$ cat src/rtl/mtep_pkg.sv
`timescale 1ns / 1ps
// ----------------------------------------------------------------------------
// mtep_pkg - shared definitions for the track event parser
// Result kinds, field widths, the result record, a saturating add and a status helper.
// ----------------------------------------------------------------------------
package mtep_pkg;

	localparam int POSITION_BITS_DEF = 24;
	localparam int MAX_VLQ_BYTES     = 4;

	localparam int KIND_W  = 3;
	localparam int CODE_W  = 8;
	localparam int CHAN_W  = 4;
	localparam int DATA_W  = 7;
	localparam int DELTA_W = 32;
	localparam int OFF_W   = 24;
	localparam int LEN_W   = 7 * MAX_VLQ_BYTES;

	localparam logic [KIND_W-1:0] KIND_CHANNEL = 3'd0;
	localparam logic [KIND_W-1:0] KIND_META    = 3'd1;
	localparam logic [KIND_W-1:0] KIND_SYSEX   = 3'd2;
	localparam logic [KIND_W-1:0] KIND_END     = 3'd3;
	localparam logic [KIND_W-1:0] KIND_ERROR   = 3'd4;

	localparam logic [7:0] META_STATUS   = 8'hFF;
	localparam logic [7:0] META_END_TYPE = 8'h2F;
	localparam logic [3:0] SYS_NIBBLE    = 4'hF;
	localparam logic [3:0] NOTE_ON       = 4'h9;
	localparam logic [3:0] NOTE_RELEASE  = 4'h8;
	localparam logic [3:0] PROG_CHANGE   = 4'hC;
	localparam logic [3:0] CHAN_PRESSURE = 4'hD;

	typedef struct packed {
		logic [KIND_W-1:0]  event_kind;
		logic [CODE_W-1:0]  event_code;
		logic [CHAN_W-1:0]  channel;
		logic [DATA_W-1:0]  data_one;
		logic [DATA_W-1:0]  data_two;
		logic [DELTA_W-1:0] delta_ticks;
		logic [OFF_W-1:0]   data_offset;
		logic [LEN_W-1:0]   data_length;
		logic               run_last;
	} result_t;

	function automatic logic [DELTA_W-1:0] sat_add(input logic [DELTA_W-1:0] a,
			input logic [DELTA_W-1:0] b);
		logic [DELTA_W:0] s;
		s = {1'b0, a} + {1'b0, b};
		return s[DELTA_W] ? '1 : s[DELTA_W-1:0];
	endfunction

	// Status with a single data byte: program change and channel pressure.
	function automatic logic one_data_byte(input logic [7:0] status);
		return (status[7:4] == PROG_CHANGE) || (status[7:4] == CHAN_PRESSURE);
	endfunction

endpackage

$ cat src/rtl/midi_track_event_parser_top.sv
`timescale 1ns / 1ps
// ----------------------------------------------------------------------------
// midi_track_event_parser_top - track byte stream to event records
// Decodes delta times, running-status channel events, meta and sysex events
// and closes each track with an end record.
// ----------------------------------------------------------------------------
//  channel | handshake            | payload
//  --------+----------------------+------------------------------------------
//  in      | in_valid / in_ready  | track_byte, last_byte
//  out     | out_valid / out_ready| event_kind .. data_length, run_last
//  cfg     | cfg_write            | cfg_data (drop_end_markers)
//
//  One byte is taken per cycle while in_ready is high; the parser state
//  updates in the same cycle and the result lands in a single output register.
//  A byte that completes an event and also ends the track gives two results;
//  the track end enters the output register at the edge where the event is
//  taken, and in_ready stays low until then.
//  in_ready follows out_ready when the output register is full and no track
//  end is waiting.
//  arst_n clears all state but the result register; drop_end_markers resets to 1.
// ----------------------------------------------------------------------------
module midi_track_event_parser_top #(
	parameter int POSITION_BITS = mtep_pkg::POSITION_BITS_DEF
) (
	input  logic                          clk,
	input  logic                          arst_n,
	input  logic                          cfg_write,
	input  logic                          cfg_data,
	input  logic                          in_valid,
	output logic                          in_ready,
	input  logic [7:0]                    track_byte,
	input  logic                          last_byte,
	output logic                          out_valid,
	input  logic                          out_ready,
	output logic [mtep_pkg::KIND_W-1:0]   event_kind,
	output logic [mtep_pkg::CODE_W-1:0]   event_code,
	output logic [mtep_pkg::CHAN_W-1:0]   channel,
	output logic [mtep_pkg::DATA_W-1:0]   data_one,
	output logic [mtep_pkg::DATA_W-1:0]   data_two,
	output logic [mtep_pkg::DELTA_W-1:0]  delta_ticks,
	output logic [mtep_pkg::OFF_W-1:0]    data_offset,
	output logic [mtep_pkg::LEN_W-1:0]    data_length,
	output logic                          run_last
);
	import mtep_pkg::*;

	localparam logic [2:0] PH_DELTA    = 3'd0;
	localparam logic [2:0] PH_STATUS   = 3'd1;
	localparam logic [2:0] PH_DATA1    = 3'd2;
	localparam logic [2:0] PH_DATA2    = 3'd3;
	localparam logic [2:0] PH_METATYPE = 3'd4;
	localparam logic [2:0] PH_LENGTH   = 3'd5;
	localparam logic [2:0] PH_SKIP     = 3'd6;
	localparam logic [2:0] PH_DISCARD  = 3'd7;

	localparam logic [2:0] CNT_MAX = 3'd7;
	localparam logic [2:0] CNT_LIM = 3'(MAX_VLQ_BYTES);

	localparam result_t END_RES = '{event_kind: KIND_END, run_last: 1'b1, default: '0};

	logic                     drop_q;
	logic [2:0]               phase_q, phase_d;
	logic [7:0]               rs_q, rs_d;
	logic [DELTA_W-1:0]       delta_q, delta_d;
	logic [DELTA_W-1:0]       fold_q, fold_d;
	logic [2:0]               cnt_q, cnt_d;
	logic [LEN_W-1:0]         len_q, len_d;
	logic [LEN_W-1:0]         skip_q, skip_d;
	logic [POSITION_BITS-1:0] pos_q, pos_d;
	logic [KIND_W-1:0]        hkind_q, hkind_d;
	logic [CODE_W-1:0]        hcode_q, hcode_d;
	logic [DATA_W-1:0]        hfirst_q, hfirst_d;
	logic [POSITION_BITS-1:0] hoff_q, hoff_d;

	logic                     out_valid_q;
	logic                     end_pend_q;
	result_t                  res_q;

	logic [POSITION_BITS-1:0] pos_nx;
	logic                     accept;
	logic                     ev_valid;
	result_t                  ev;
	logic                     do_complete;
	logic [7:0]               second;
	logic [LEN_W-1:0]         cp_len;
	logic [2:0]               cnt_inc;
	logic [LEN_W-1:0]         len_new;
	logic [LEN_W-1:0]         skip_dec;
	logic [3:0]               ch_code;

	assign in_ready = !end_pend_q && (!out_valid_q || out_ready);
	assign accept   = in_valid && in_ready;
	assign pos_nx   = (pos_q == '1) ? pos_q : pos_q + 1'b1;

	always_comb begin
		phase_d     = phase_q;
		rs_d        = rs_q;
		delta_d     = delta_q;
		fold_d      = fold_q;
		cnt_d       = cnt_q;
		len_d       = len_q;
		skip_d      = skip_q;
		pos_d       = pos_nx;
		hkind_d     = hkind_q;
		hcode_d     = hcode_q;
		hfirst_d    = hfirst_q;
		hoff_d      = hoff_q;
		ev_valid    = 1'b0;
		ev          = '0;
		do_complete = 1'b0;
		second      = '0;
		cp_len      = '0;
		cnt_inc     = (cnt_q == CNT_MAX) ? CNT_MAX : cnt_q + 3'd1;
		len_new     = len_q;
		skip_dec    = (skip_q != '0) ? skip_q - 1'b1 : skip_q;
		ch_code     = '0;

		unique case (phase_q)
			PH_DELTA: begin
				delta_d = (|delta_q[DELTA_W-1:DELTA_W-7]) ? '1
					: {delta_q[DELTA_W-8:0], track_byte[6:0]};
				if (!track_byte[7]) begin
					phase_d = PH_STATUS;
				end
			end
			PH_STATUS: begin
				if (track_byte == META_STATUS) begin
					hkind_d = KIND_META;
					phase_d = PH_METATYPE;
				end else if (track_byte[7:4] == SYS_NIBBLE) begin
					hkind_d = KIND_SYSEX;
					hcode_d = track_byte;
					hoff_d  = pos_nx;
					cnt_d   = '0;
					len_d   = '0;
					phase_d = PH_LENGTH;
				end else if (track_byte[7]) begin
					rs_d    = track_byte;
					hkind_d = KIND_CHANNEL;
					hoff_d  = pos_nx;
					phase_d = PH_DATA1;
				end else if (rs_q == '0) begin
					ev_valid       = 1'b1;
					ev.event_kind  = KIND_ERROR;
					ev.data_offset = OFF_W'(pos_q);
					phase_d        = PH_DISCARD;
				end else begin
					// running status: this byte is already the first data byte
					hkind_d  = KIND_CHANNEL;
					hoff_d   = pos_q;
					hfirst_d = track_byte[6:0];
					if (one_data_byte(rs_q)) begin
						do_complete = 1'b1;
					end else begin
						phase_d = PH_DATA2;
					end
				end
			end
			PH_DATA1: begin
				hfirst_d = track_byte[6:0];
				if (one_data_byte(rs_q)) begin
					do_complete = 1'b1;
				end else begin
					phase_d = PH_DATA2;
				end
			end
			PH_DATA2: begin
				do_complete = 1'b1;
				second      = track_byte;
			end
			PH_METATYPE: begin
				hcode_d = track_byte;
				hoff_d  = pos_nx;
				cnt_d   = '0;
				len_d   = '0;
				phase_d = PH_LENGTH;
			end
			PH_LENGTH: begin
				if (cnt_q < CNT_LIM) begin
					len_new = {len_q[LEN_W-8:0], track_byte[6:0]};
				end
				len_d = len_new;
				cnt_d = cnt_inc;
				if (!track_byte[7]) begin
					// lengths longer than the VLQ limit count as zero
					if (cnt_inc > CNT_LIM || len_new == '0) begin
						do_complete = 1'b1;
					end else begin
						skip_d  = len_new;
						phase_d = PH_SKIP;
					end
				end
			end
			PH_SKIP: begin
				skip_d = skip_dec;
				if (skip_dec == '0) begin
					do_complete = 1'b1;
					cp_len      = len_q;
				end
			end
			PH_DISCARD: begin
			end
			default: begin
			end
		endcase

		if (do_complete) begin
			if (hkind_d == KIND_META && hcode_d == META_END_TYPE && drop_q) begin
				// fold the end marker's delta into the next event
				fold_d = sat_add(fold_q, delta_q);
			end else begin
				ev_valid       = 1'b1;
				fold_d         = '0;
				ev.delta_ticks = sat_add(fold_q, delta_q);
				ev.data_offset = OFF_W'(hoff_d);
				if (hkind_d == KIND_CHANNEL) begin
					ch_code = rs_d[7:4];
					if (ch_code == NOTE_ON && second == '0) begin
						ch_code = NOTE_RELEASE;
					end
					ev.event_kind = KIND_CHANNEL;
					ev.event_code = {ch_code, 4'h0};
					ev.channel    = rs_d[3:0];
					ev.data_one   = hfirst_d;
					ev.data_two   = second[6:0];
				end else begin
					ev.event_kind  = hkind_d;
					ev.event_code  = hcode_d;
					ev.data_length = cp_len;
				end
			end
			phase_d = PH_DELTA;
			delta_d = '0;
			cnt_d   = '0;
			len_d   = '0;
			skip_d  = '0;
		end

		ev.run_last = !last_byte;

		if (last_byte) begin
			phase_d  = PH_DELTA;
			rs_d     = '0;
			delta_d  = '0;
			fold_d   = '0;
			cnt_d    = '0;
			len_d    = '0;
			skip_d   = '0;
			pos_d    = '0;
			hkind_d  = '0;
			hcode_d  = '0;
			hfirst_d = '0;
			hoff_d   = '0;
		end
	end

	always_ff @(posedge clk or negedge arst_n) begin
		if (!arst_n) begin
			drop_q   <= 1'b1;
			phase_q  <= PH_DELTA;
			rs_q     <= '0;
			delta_q  <= '0;
			fold_q   <= '0;
			cnt_q    <= '0;
			len_q    <= '0;
			skip_q   <= '0;
			pos_q    <= '0;
			hkind_q  <= '0;
			hcode_q  <= '0;
			hfirst_q <= '0;
			hoff_q   <= '0;
		end else begin
			if (cfg_write) begin
				drop_q <= cfg_data;
			end
			if (accept) begin
				phase_q  <= phase_d;
				rs_q     <= rs_d;
				delta_q  <= delta_d;
				fold_q   <= fold_d;
				cnt_q    <= cnt_d;
				len_q    <= len_d;
				skip_q   <= skip_d;
				pos_q    <= pos_d;
				hkind_q  <= hkind_d;
				hcode_q  <= hcode_d;
				hfirst_q <= hfirst_d;
				hoff_q   <= hoff_d;
			end
		end
	end

	// Output register control; end_pend_q holds a track end behind an event.
	always_ff @(posedge clk or negedge arst_n) begin
		if (!arst_n) begin
			out_valid_q <= 1'b0;
			end_pend_q  <= 1'b0;
		end else if (accept) begin
			out_valid_q <= ev_valid || last_byte;
			end_pend_q  <= ev_valid && last_byte;
		end else if (end_pend_q && out_ready) begin
			end_pend_q <= 1'b0;
		end else if (out_valid_q && out_ready) begin
			out_valid_q <= 1'b0;
		end
	end

	always_ff @(posedge clk) begin
		if (accept) begin
			res_q <= ev_valid ? ev : END_RES;
		end else if (end_pend_q && out_ready) begin
			res_q <= END_RES;
		end
	end

	assign out_valid   = out_valid_q;
	assign event_kind  = res_q.event_kind;
	assign event_code  = res_q.event_code;
	assign channel     = res_q.channel;
	assign data_one    = res_q.data_one;
	assign data_two    = res_q.data_two;
	assign delta_ticks = res_q.delta_ticks;
	assign data_offset = res_q.data_offset;
	assign data_length = res_q.data_length;
	assign run_last    = res_q.run_last;

endmodule

$ cat config.mk
export PLATFORM = sky130hd
export DESIGN_NAME = midi_track_event_parser_top
export DESIGN_NICKNAME = d
export VERILOG_FILES = /design/src/rtl/mtep_pkg.sv /design/src/rtl/midi_track_event_parser_top.sv
export SDC_FILE = /design/constraint.sdc
export NUM_CORES = 1
export LEC_CHECK = 0
export CORE_AREA = 5 5 170 295
export CTS_CLUSTER_DIAMETER = 150
export CTS_CLUSTER_SIZE = 14
export DETAILED_ROUTE_END_ITERATION = 10
export DIE_AREA = 0 0 175 300
export DONT_BUFFER_PORTS = 1
export PLACE_DENSITY = 0.58
export SYNTH_ARGS = -nofsm -noshare
export SYNTH_HDL_FRONTEND = slang
export SYNTH_SLANG_ARGS = --single-unit
$ cat constraint.sdc
create_clock -name clk -period 18.2 [get_ports clk]
set_input_delay 2.73 -clock clk [delete_from_list [all_inputs] [get_ports clk]]
set_output_delay 2.73 -clock clk [all_outputs]
set_load 0.01 [all_outputs]
* Yosys cells after proc, flatten, opt, wreduce, memory -nomap -nowiden
Cells that the tools add are included.
Storage, ports and cells: register bits after elaboration 317, input port bits 15, output and inout bits 116, word-level logic and storage cells 197
Operators by class: $add $sub $neg 4, magnitude comparators 2, equality and inequality tests 21, multiplexer cells 110, reduce and logical (&&, ||, !) cells 36
Operators with widths (number):
- 28-bit 2-to-1 mux | 14
- 114-bit 2-to-1 mux | 3
- 24-bit 2-to-1 mux | 12
- 32-bit 2-to-1 mux | 8
- 113-bit 2-to-1 mux | 2
- 28-bit one-hot mux with 3 select lines | 1
- 3-bit 2-to-1 mux | 26
- 8-bit 2-to-1 mux | 9
- 28-bit zero test | 2
- 28-bit one-hot mux with 2 select lines | 1
- 24-bit one-hot mux with 2 select lines | 1
- 7-bit 2-to-1 mux | 5
- 32-bit by 32-bit adder with 33-bit output | 1
- 28-bit nonzero test | 1
- 28-bit by 1-bit subtractor with 28-bit output (second input constant) | 1
- 24-bit by 1-bit adder with 24-bit output (second input constant) | 1
- 24-bit == test (second input constant) | 1
- 1-bit 2-to-1 mux | 20
- 4-bit != test (second input constant) | 5
- 18-bit 2-to-1 mux | 1
- 4-bit == test (second input constant) | 4
- 8-bit zero test | 2
- 8-bit one-hot mux with 2 select lines | 1
- 3-bit one-hot mux with 5 select lines | 1
- 27 further kinds | 50

* Depth between registers and ports, before layout
Gate-level depths: netlist (run 1).
depth in word-level cells 13, gate-level depth with buffers 13, depth with buffers taken out 12

* Worst setup path after synthesis (run 1)
Ideal clock, no wire load.
path kind in2reg, start point input port out_ready, end point register res_q, in the netlist channel[0], enable pin, library setup time 0.744 ns, arrival time 10.752 ns, data required time 17.456 ns, setup slack 6.703 ns, stages on the path 2, buffers on the path 0, cell sequence inv_1 -> o21ai_0
On the way: cells in the longest elaborated chain, start to end 4, elaborated cells between the ends (all ways) 5
Ends and longest elaborated chain:
- start: declaration | line midi_track_event_parser_top.sv:34 | input logic out_ready,
- 1-bit logical OR | line midi_track_event_parser_top.sv:91 | assign in_ready = !end_pend_q && (!out_valid_q || out_ready);
- 1-bit logical AND | line midi_track_event_parser_top.sv:91
- 1-bit logical AND | line midi_track_event_parser_top.sv:92 | assign accept = in_valid && in_ready;
- 2-bit nonzero test (no source line) (*)
- end signal: assignment | line midi_track_event_parser_top.sv:310 | res_q <= ev_valid ? ev : END_RES;
- end: declaration | line midi_track_event_parser_top.sv:77 | result_t res_q;
Every way passes the cells marked *; elsewhere a longest branch is shown, timed or not. A chain may end at the register's enable or synchronous reset.

* Worst setup path after layout (run 1)
start point input port out_ready, end point output port in_ready
On the way: cells in the longest elaborated chain, start to end 2
Ends and longest elaborated chain:
- 1-bit logical OR | line midi_track_event_parser_top.sv:91
- 1-bit logical AND | line midi_track_event_parser_top.sv:91
- end: declaration | line midi_track_event_parser_top.sv:30 | output logic in_ready,
No other way between the ends.

==> results of run 1 <==
## kinds of logic (layout without fill, tap and decap cells)
logic type                 Yosys count  in the layout
AOI/OAI and AO/OA                  588            588
xor gates and xnor gates            29             29
adders and majority gates           38             38
buffers and inverters              142             92
DFF                                317            317
muxes                               38             38
other                                0              2
and+or+nand+nor                    650            650
## registers in the layout, summed over array words and instances (netlist names), 4 cells and up
| name | flops |
|---|---|
| len_q | 28 |
| hfirst_q | 7 |
| event_code | 8 |
| pos_q | 24 |
| delta_q | 32 |
| channel | 4 |
| hoff_q | 24 |
| skip_q | 28 |
| delta_ticks | 32 |
| data_offset | 24 |
| fold_q | 32 |
| hcode_q | 8 |
| rs_q | 8 |
| data_two | 7 |
| data_one | 7 |
| data_length | 28 |
## per-layer routing
metal | share of wire, % | vias to the layer above | wire length, um | track usage, %
met2 | 52 | 444 | 27800 | 36.1
met1 | 38 | 7039 | 20400 | 22.3
met3 | 5.3 | 131 | 2830 | 3.36
li1 | - | 6578 | - | -
met4 | 4.8 | 0 | 2570 | 9.23
met5 | 0 | - | 0 | 0
## how the worst max path moves through the flow
stage / endpoint / depth (start not counted)
detailed placement: in_ready / 2
floorplan: channel[0]$_SDFFCE_PP0P_ / 2
global route: in_ready / 2
global placement: in_ready / 2
CTS: in_ready / 2
finish: in_ready / 2
## report_power, final
part	leakage (nW)	internal [mW]	switching (mW)
registers	3.92	0.871	0.135
clock network	0.354	0.269	0.269
logic	3.19	0.237	0.491
## per-stage QoR
step	setup WS, ns	hold WS, ns	util [%]
detailed placement	12.23	0.464	37.5
global route	12.17	0.514	39.1
CTS	12.22	0.486	39.1
finish	12.24	0.484	39.1
global placement	12.26	0.459	37.5
floorplan	6.70	0.442	-
## cell type report
| class | count | area (um^2) |
|---|---|---|
| inverters | 23 | 86.3 |
| well taps | 594 | 743 |
| flip-flops and latches | 317 | 8510 |
| fillers | 4684 | 28900 |
| diodes | 2 | 5.00 |
| repair buffers | 22 | 165 |
| clock inverters | 2 | 22.5 |
| clock buffers | 45 | 722 |
| multi-input cells | 1343 | 8300 |
## cells in the final DEF (no fill, tap or decap), drive strengths merged, types with 34 or more instances in the layout
master	instances
nor2	169
o2bb2ai	39
edfxtp	114
nand2	196
nand3	39
ha	36
a22o	86
o21ai	173
and2	43
clkbuf	45
mux2i	34
nor3	40
dfrtp	202
a21oi	120
## cells in the mapped netlist, drive strengths merged (11+ instances only)
library cell | n | area [um^2]
dfrtp | 202 | 5050
nand2 | 196 | 736
o21ai | 173 | 866
nor2 | 169 | 634
a21oi | 120 | 608
edfxtp | 114 | 3420
clkbuf | 104 | 390
a22o | 86 | 753
and2 | 43 | 269
nor3 | 40 | 211
nand3 | 39 | 200
o2bb2ai | 39 | 342
ha | 36 | 450
mux2i | 34 | 340
and3 | 27 | 169
o31ai | 25 | 198
or3 | 24 | 155
inv | 23 | 86.3
nor4 | 23 | 159
xnor2 | 21 | 184
a21o | 20 | 150
a31oi | 18 | 113
nand4 | 16 | 115
o211ai | 16 | 139
buf | 15 | 111
or4 | 15 | 120
a211oi | 13 | 97.6
a22oi | 13 | 97.6
nand2b | 12 | 75.1
nor2b | 11 | 68.8
==> flow_metrics.tcl, run 1 <==
set metrics [dict create \
    clkSinkCount 317 \
    fin_crit_ns 5.96 \
    fin_crit_sh_pct 32.7 \
    synthMuxAreaShare_pct 2.22 \
    worstHoldPathType "flip-flop to flip-flop" \
    p_per_area_nw_per_um2 123 \
    core_area_um2 47500 \
    relSlewSlack_pct 19.7 \
    cp-start-kind "input pin" \
    cp_num_buf_inv 1 \
    dp_hpwl_um 36600 \
    ff2ff_path_depth 9 \
    numCtsBuffers 26 \
    hp-start "hfirst_q[1]$_DFFE_PN0P_" \
    port_buffers 0 \
    initial_core_util_pct 36.6 \
    die_y_um 300 \
    synth-simple-area-share_pct 18.4 \
    root_buffer "clkbuf_16" \
    grt_pass1_vias 14100 \
    max_freq_mhz 168 \
    r2r_end "skip_q[8]$_DFFE_PN0P_" \
    vias_per_cell 6.04 \
    timing.rr.start "skip_q[23]$_DFFE_PN0P_" \
    grt_max_degree 204 \
    rsz0062_at_grt "no" \
    synthXorXnorAreaFrac_pct 1.46 \
    min_path_cells 2 \
    synth.distinct_cells 84 \
    synth_top_family_by_area "compound AO/OA/AOI/OAI gates" \
    finalSetupViolations 0 \
    cp-end-kind "primary output" \
    ioPinCount 131 \
    synth_cells 1802 \
    drv_cap 0 \
    syn_area_um2 17400 \
    dpl.cell_count 2299 \
    ys.flop_type "dfrtp_1" \
    cts_hold_buf 0 \
    critPathTopFamily "compound AO/OA/AOI/OAI gates" \
    gr-usage-all-layers_pct 19.7 \
    worst_pin_slew_ns 1.20 \
    slowest_delay_ns 0.43 \
    antenna_found_initial 0 \
    drtIter0Drc 1141 \
    die_w_um 175 \
    routed_wire_length_per_instance_um 22.8 \
    area_delta_synth_final_pct 6.90 \
    p_leak_nw 7.47 \
    dr.pass1.iters 8 \
    critPathSlowestCell "a21oi_1" \
    overflow 0 \
    insertion_delay_ns 0.58 \
    required_ns 15.47 \
    synthArstFlopShare_pct 64.0 \
    crit_type "input pin to primary output" \
    synth_compound_area_share_pct 22.8 \
    seq_area_frac_synth_pct 49.0 \
    htreeDepth 1 \
    avgSynthCellArea_um2 9.63 \
    p_total_mw 2.27 \
    finalSetupTns_ns 0 \
    place_area_um2 17800 \
    fp-row-count 106 \
    wl_um 53700 \
    synth-edff-count 114 \
    grt_pass1_wl_um 83000 \
    yosys_warnings 0 \
    cts_max_path_buffers 3 \
    syn-num-nets 1854 \
    cp.arrival_ns 3.23 \
    cp_cell_sequence "inv_1 > a21oi_1" \
    dieArea_um2 52500 \
    post-route-drc-count 0 \
    path_max_fanout 4 \
    drive_gt1_share_pct 5.31 \
    final_max_slew_viol_count 0 \
    ir_drop_mv 0.135 \
    clkTransAtPathRegs_ns 0.07 \
    cts_tree "yes" \
    gp_congestion 0.933 \
    skew_ns 0.0295 \
    post_cts_buffers 0 \
    hold_viol 0 \
    final_nets 1785 \
    critPathLaunch "out_ready" \
    stdcell_count 2348 \
    design_area_um2 18600 \
    status "finished, final reports clean" \
    ys_seq_elements 317 \
    r2r_slack_ns 13.68 \
    vias 14200 \
    antenna_left 0 \
    min_to "hfirst_q[1]$_DFFE_PN0P_" \
    synthAdderAreaFrac_pct 2.77 \
    ctsResizeCount 0 \
]
No activity file was read; power rests on OpenSTA's default activity.
==> run 2, diff against run 1 <==
ABC_AREA = 1   (was unset)
CORE_AREA = 5 5 174 302   (was 5 5 170 295)
DIE_AREA = 0 0 179 307   (was 0 0 175 300)
PLACE_DENSITY = 0.6   (was 0.58)
clock period = 5 ns   (was 18.2 ns; I/O delays follow)
==> run 2 against run 1 <==
Power rose to 4.5 times the previous value. Routed wire length increased by 17%. The run now ends with negative hold slack left. Worst hold slack lost 0.58 ns. Critical path depth increased by 16. Core utilization up 0.15 points. Via count rose by 14%. Clock power rose to 3.7 times the previous value.
==> flow_metrics.tcl, run 2 <==
set metrics [dict create \
    fin_crit_sh_pct 87.1 \
    routed_wire_length_per_instance_um 21.2 \
    synthXorXnorAreaFrac_pct 2.45 \
    status "finished, violations left" \
    antenna_left 0 \
    relSlewSlack_pct 24.2 \
    cts_max_path_buffers 3 \
    mostFrequentLayoutCells "515 x nand2_1, 307 x nor2_1, 241 x inv_1" \
    rsz0062_at_grt "no" \
    max_freq_mhz 230 \
    synthArstFlopShare_pct 64.0 \
    synthAdderAreaFrac_pct 2.58 \
    yosys_warnings 0 \
    core_area_um2 50100 \
    overflow 0 \
    wl_um 62700 \
    synth.distinct_cells 57 \
    synth_common_cells "515 x nand2_1, 309 x nor2_1, 241 x inv_1" \
    synth_area_leaders "dfrtp_1 28%, edfxtp_1 19%, nand2_1 11%, nor2_1 6.4%, o21ai_0 6.2%" \
    required_ns 5.29 \
    synth_cells 2316 \
    p_per_area_nw_per_um2 515 \
    ff2ff_path_depth 18 \
    ioPinCount 131 \
    crit_type "flip-flop to flip-flop" \
    vias_per_cell 5.49 \
    hold_viol 202 \
    cp-start-kind "flip-flop" \
    num_antenna_cells 0 \
    insertion_delay_ns 0.60 \
    r2r_slack_ns 0.64 \
    synth-simple-area-share_pct 25.1 \
    path_max_fanout 29 \
    initial_core_util_pct 36.4 \
    gr-usage-all-layers_pct 22.4 \
    ctsResizeCount 0 \
    final_common_cell "nand2_1" \
    final_nets 2328 \
    fin_crit_ns 4.36 \
    worstHoldPathType "input pin to asynchronous set/reset pin" \
    violations "negative hold slack" \
    whs_ns -0.0977 \
    timing.rr.start "phase_q[1]$_DFFE_PN0P_" \
    final_max_slew_viol_count 0 \
    syn-num-nets 2368 \
    fin_ws_ns 0.643 \
    r2r_end "data_offset[3]$_SDFFCE_PN0P_" \
    worst_pin_slew_ns 1.14 \
    vias 16200 \
    drive_gt1_share_pct 5.27 \
    root_buffer "clkbuf_16" \
    synth-edff-count 114 \
    synthMuxAreaShare_pct 0.0618 \
    seq_area_frac_synth_pct 46.7 \
    post-route-drc-count 0 \
    grt_max_degree 204 \
    die_w_um 179 \
    synth.top_cell.area_share_pct 27.8 \
    htreeDepth 1 \
    dr.pass1.iters 5 \
    dieArea_um2 55000 \
    yosysTopAreaCell "dfrtp_1" \
    grt_pass1_wl_um 95200 \
    finalSetupViolations 0 \
    p_leak_nw 8.44 \
    drtIter0Drc 1354 \
    cp-end-kind "flip-flop" \
    drv_cap 0 \
    synthMostInstantiatedCell "nand2_1" \
    ys.flop_type "dfrtp_1" \
    dp_hpwl_um 46300 \
    ys_seq_elements 317 \
    syn_area_um2 18200 \
    grt_pass1_vias 16200 \
    ir_drop_mv 0.321 \
    synth_compound_area_share_pct 15.5 \
    clkTransAtPathRegs_ns 0.07 \
    numCtsBuffers 26 \
    antenna_found_initial 0 \
    fp-row-count 109 \
    cp.arrival_ns 4.65 \
    synth_top_family_by_area "simple AND/OR/NAND/NOR gates" \
    die_y_um 307 \
    port_buffers 0 \
    post_cts_buffers 0 \
    skew_ns 0.0442 \
    clkSinkCount 317 \
    dp_slack_ns 0.739 \
    area_delta_synth_final_pct 7.80 \
    finalSetupTns_ns 0 \
    cts_tree "yes" \
    avgSynthCellArea_um2 7.86 \
    gp_congestion 0.971 \
]
run 2: cell types whose count changed after synthesis, sizes merged, moves of 39 or more:
cell / before / now
clkbuf: 104 / 65
a21oi: 120 / 78
o2bb2ai: 39 / 0
inv: 23 / 249
nor2: 169 / 321
nand2: 196 / 523
and2: 43 / 1
a22o: 86 / 7
nand3: 39 / 93
o22ai: 5 / 78
o21ai: 173 / 236
run 2: through the flow:
step / area [um^2] / util [%] / power [mW] / instances / hold WS [ns]
floorplan: 18200 / - / 6.72 / 2316 / 0.448
finish: 19600 / 39.2 / 10.1 / 2960 / -0.0977
global placement: 18900 / 37.7 / 8.11 / 2914 / 0.466
CTS: 19600 / 39.2 / 10.1 / 2960 / -0.160
global route: 19600 / 39.2 / 10.7 / 2960 / -0.150
detailed placement: 18900 / 37.7 / 8.14 / 2914 / 0.474
run 2: layout make-up:
class / instances / area (um^2)
fill: 5193 / 30400
sequential: 317 / 8500
inverter: 253 / 950
multi-input combinational: 1649 / 8360
clock inverter: 2 / 36.3
tap: 666 / 833
timing repair buffer: 29 / 230
clock buffer: 44 / 718
run 2: cell families (layout without fill, tap and decap cells):
group,Yosys count,in the layout
fa+ha+maj,37,37
buf+inv,350,328
xor+xnor,51,51
compound gates,495,495
flops,317,317
mux,1,1
simple gates,1065,1065
run 2: how the worst max path moves through the flow:
| stage | start | endpoint | slack [ns] | cells after the start |
|---|---|---|---|---|
| floorplan | out_ready | channel[0]$_SDFFCE_PP0P_ | 0.73 | 2 |
| global placement | skip_q[23]$_DFFE_PN0P_ | data_offset[19]$_SDFFCE_PN0P_ | 0.70 | 16 |
| detailed placement | skip_q[23]$_DFFE_PN0P_ | data_offset[19]$_SDFFCE_PN0P_ | 0.74 | 16 |
| CTS | skip_q[23]$_DFFE_PN0P_ | data_offset[19]$_SDFFCE_PN0P_ | 0.69 | 16 |
| global route | cnt_q[2]$_DFFE_PN0P_ | len_q[26]$_DFFE_PN0P_ | 0.46 | 17 |
| finish | phase_q[1]$_DFFE_PN0P_ | data_offset[3]$_SDFFCE_PN0P_ | 0.64 | 18 |
run 2: metal layers:
metal | track usage [%] | vias to the layer above | wire [um]
li1 | - | 7684 | -
met1 | 23.1 | 7784 | 21700
met2 | 42.4 | 578 | 33700
met3 | 2.69 | 203 | 2880
met4 | 13.2 | 0 | 4460
met5 | 0 | - | 0
run 2: power by group:
group          internal (mW)  switching (mW)
sequential              3.29           0.500
combinational           1.19            3.15
clock                  0.983           0.995
run 2: worst max-delay path: stages (launching register included):
cell	delay, ns
dfrtp_1	0.42
inv_2	0.08
nand2_1	0.13
nor2_2	0.06
inv_1	0.31
nand2_2	0.43
inv_2	0.59
a21oi_1	0.09
nand2_1	0.09
o21ai_0	0.14
nor2_1	0.16
nand3_1	0.11
nor3_2	0.15
nand2_1	0.08
nand2_2	0.14
buf_4	0.33
inv_2	0.25
a22oi_1	0.38
nor2_1	0.09
==> run 3, diff against run 2 <==
ABC_AREA = unset   (was 1)
CORE_AREA = 5 5 170 295   (was 5 5 174 302)
DIE_AREA = 0 0 175 300   (was 0 0 179 307)
==> run 3 against run 2 <==
Non-clock buffer count increased by 10. Worst hold slack got worse by 0.030 ns. Largest cell class unchanged. First-iteration DRC count decreased by 14%. Critical path type unchanged. Critical endpoint is now data_length[23]$_SDFFCE_PP0P_. Sequential share of layout area rose by 2.2 points. Global-route usage shrank 1.5 points. Sequential power decreased by 4%. Sequential cell count unchanged. Power shrank 17%. Via count decreased by 12%. Critical path depth fell by 7. The run still ends with negative hold slack left. Clock power hardly changed.
==> flow_metrics.tcl, run 3 (synthesis results as in run 1) <==
set metrics [dict create \
    drv_cap 0 \
    status "finished, violations left" \
    antenna_left 0 \
    numCtsBuffers 26 \
    post-route-drc-count 0 \
    die_w_um 175 \
    p_leak_nw 7.55 \
    skew_ns 0.0346 \
    grt_pass1_vias 14600 \
    port_buffers 0 \
    p_per_area_nw_per_um2 449 \
    ir_drop_mv 0.269 \
    r2r_slack_ns 0.71 \
    r2r_end "data_length[23]$_SDFFCE_PP0P_" \
    critPathSlowestCell "nor3_4" \
    vias 14300 \
    relSlewSlack_pct 27.7 \
    fin_crit_ns 4.29 \
    core_area_um2 47500 \
    violations "negative hold slack" \
    dieArea_um2 52500 \
    clkSinkCount 317 \
    overflow 0 \
    n_fill_cell 4722 \
    finalSetupTns_ns 0 \
    max_freq_mhz 233 \
    hold_viol 202 \
    dr.pass1.iters 8 \
    required_ns 5.42 \
    insertion_delay_ns 0.58 \
    final_common_cell "dfrtp_1" \
    cts_max_path_buffers 3 \
    cp.arrival_ns 4.70 \
    htreeDepth 1 \
    slowest_delay_ns 0.67 \
    final_nets 1802 \
    fin_crit_sh_pct 85.7 \
    drive_gt1_share_pct 6.10 \
    final_max_slew_viol_count 0 \
    fin_ws_ns 0.714 \
    ctsResizeCount 0 \
    fp-row-count 106 \
    area.sequential_um2 8510 \
    grt_max_degree 204 \
    post_cts_buffers 0 \
    gr-usage-all-layers_pct 20.9 \
    antenna_found_initial 0 \
    area_delta_synth_final_pct 7.57 \
    ioPinCount 131 \
    gp_congestion 0.888 \
    worstHoldPathType "input pin to asynchronous set/reset pin" \
    crit_type "flip-flop to flip-flop" \
    timing.rr.start "skip_q[0]$_DFFE_PN0P_" \
    rsz0062_at_grt "no" \
    cp-end-kind "flip-flop" \
    vias_per_cell 6.04 \
    finalSetupViolations 0 \
    wl_um 56000 \
    grt_pass1_wl_um 87000 \
    multi_input_area_um2 8290 \
    path_max_fanout 28 \
    whs_ns -0.128 \
    ff2ff_path_depth 11 \
    cts_tree "yes" \
    worst_pin_slew_ns 1.08 \
    routed_wire_length_per_instance_um 23.7 \
    initial_core_util_pct 36.6 \
    mostFrequentLayoutCells "201 x dfrtp_1, 196 x nand2_1, 169 x o21ai_0" \
    clkTransAtPathRegs_ns 0.08 \
    cp-start-kind "flip-flop" \
    dp_slack_ns 0.672 \
    drtIter0Drc 1165 \
    cp_cell_sequence "inv_1 > ha_1 > or3b_2 > o21a_1 > or3_1 > a221oi_1 > o211a_1 > nand4_4 > a21o_2 > nor3_4 > and2_1" \
    die_y_um 300 \
    root_buffer "clkbuf_16" \
    dp_hpwl_um 38900 \
]
## run 3: cell count changes in the layout (fill, tap and decap cells not counted), moves of 34 or more
cell / before / now
a21oi_1: 78 / 118
a22o_1: 7 / 86
and2_1: 1 / 43
inv_1: 241 / 23
mux2i_1: 0 / 34
nand2_1: 515 / 196
nand3_1: 90 / 38
nor2_1: 307 / 168
o21ai_0: 225 / 169
o22ai_1: 78 / 5
o2bb2ai_1: 0 / 39
## run 3: power by group
part / total (mW) / leakage, nW / internal [mW] / switching (mW)
clock network: 1.97 / 0.355 / 0.984 / 0.984
registers: 3.65 / 3.92 / 3.17 / 0.481
logic: 2.76 / 3.27 / 0.914 / 1.85
total: 8.38 / 7.55 / 5.07 / 3.31
## run 3: layout make-up
class / count / area share (%)
Timing Repair Buffer: 39 / 1.57
Clock inverter: 2 / 0.121
Tap cell: 594 / 3.98
Sequential cell: 317 / 45.6
Antenna cell: 1 / 0.0134
Multi-Input combinational cell: 1343 / 44.4
Clock buffer: 46 / 3.89
Inverter: 23 / 0.462
## run 3: worst max-delay path by stage
stage                                from                             to  slack, ns  cells after the start
floorplan                       out_ready       channel[0]$_SDFFCE_PP0P_       0.75                      2
global placement    skip_q[0]$_DFFE_PN0P_   data_length[7]$_SDFFCE_PP0P_       0.83                     11
detailed placement  skip_q[0]$_DFFE_PN0P_   data_length[8]$_SDFFCE_PP0P_       0.67                     11
CTS                 skip_q[0]$_DFFE_PN0P_   data_length[8]$_SDFFCE_PP0P_       0.66                     11
global route        skip_q[0]$_DFFE_PN0P_  data_length[23]$_SDFFCE_PP0P_       0.34                     11
finish              skip_q[0]$_DFFE_PN0P_  data_length[23]$_SDFFCE_PP0P_       0.71                     11
## run 3: per-stage QoR
step	utilization [%]	total power, mW	instance area, um^2	std cells	hold slack (ns)
after floorplan	-	5.53	17400	1802	0.442
after global routing	39.3	8.83	18700	2364	-0.157
after detailed placement	37.7	6.46	17900	2316	0.465
after global placement	37.7	6.45	17900	2316	0.456
after CTS	39.3	8.46	18700	2364	-0.168
final	39.3	8.38	18700	2365	-0.128
## run 3: critical path, delay by kind of cell, from the launching register on
family / cells / cell delay, ns
buffers and inverters: 1 / 0.12
adders and majority gates: 1 / 0.27
and+or+nand+nor: 5 / 1.95
AOI/OAI and AO/OA: 4 / 1.35
DFF: 1 / 0.45
## run 3: routing by layer
metal  global-route usage [%]  vias up  wire length [um]
met5                        0        -                 0
met4                     9.72        0              2800
met3                     3.12      135              2720
met2                     39.0      450             29700
met1                     23.2     7083             20800
li1                         -     6617                 -
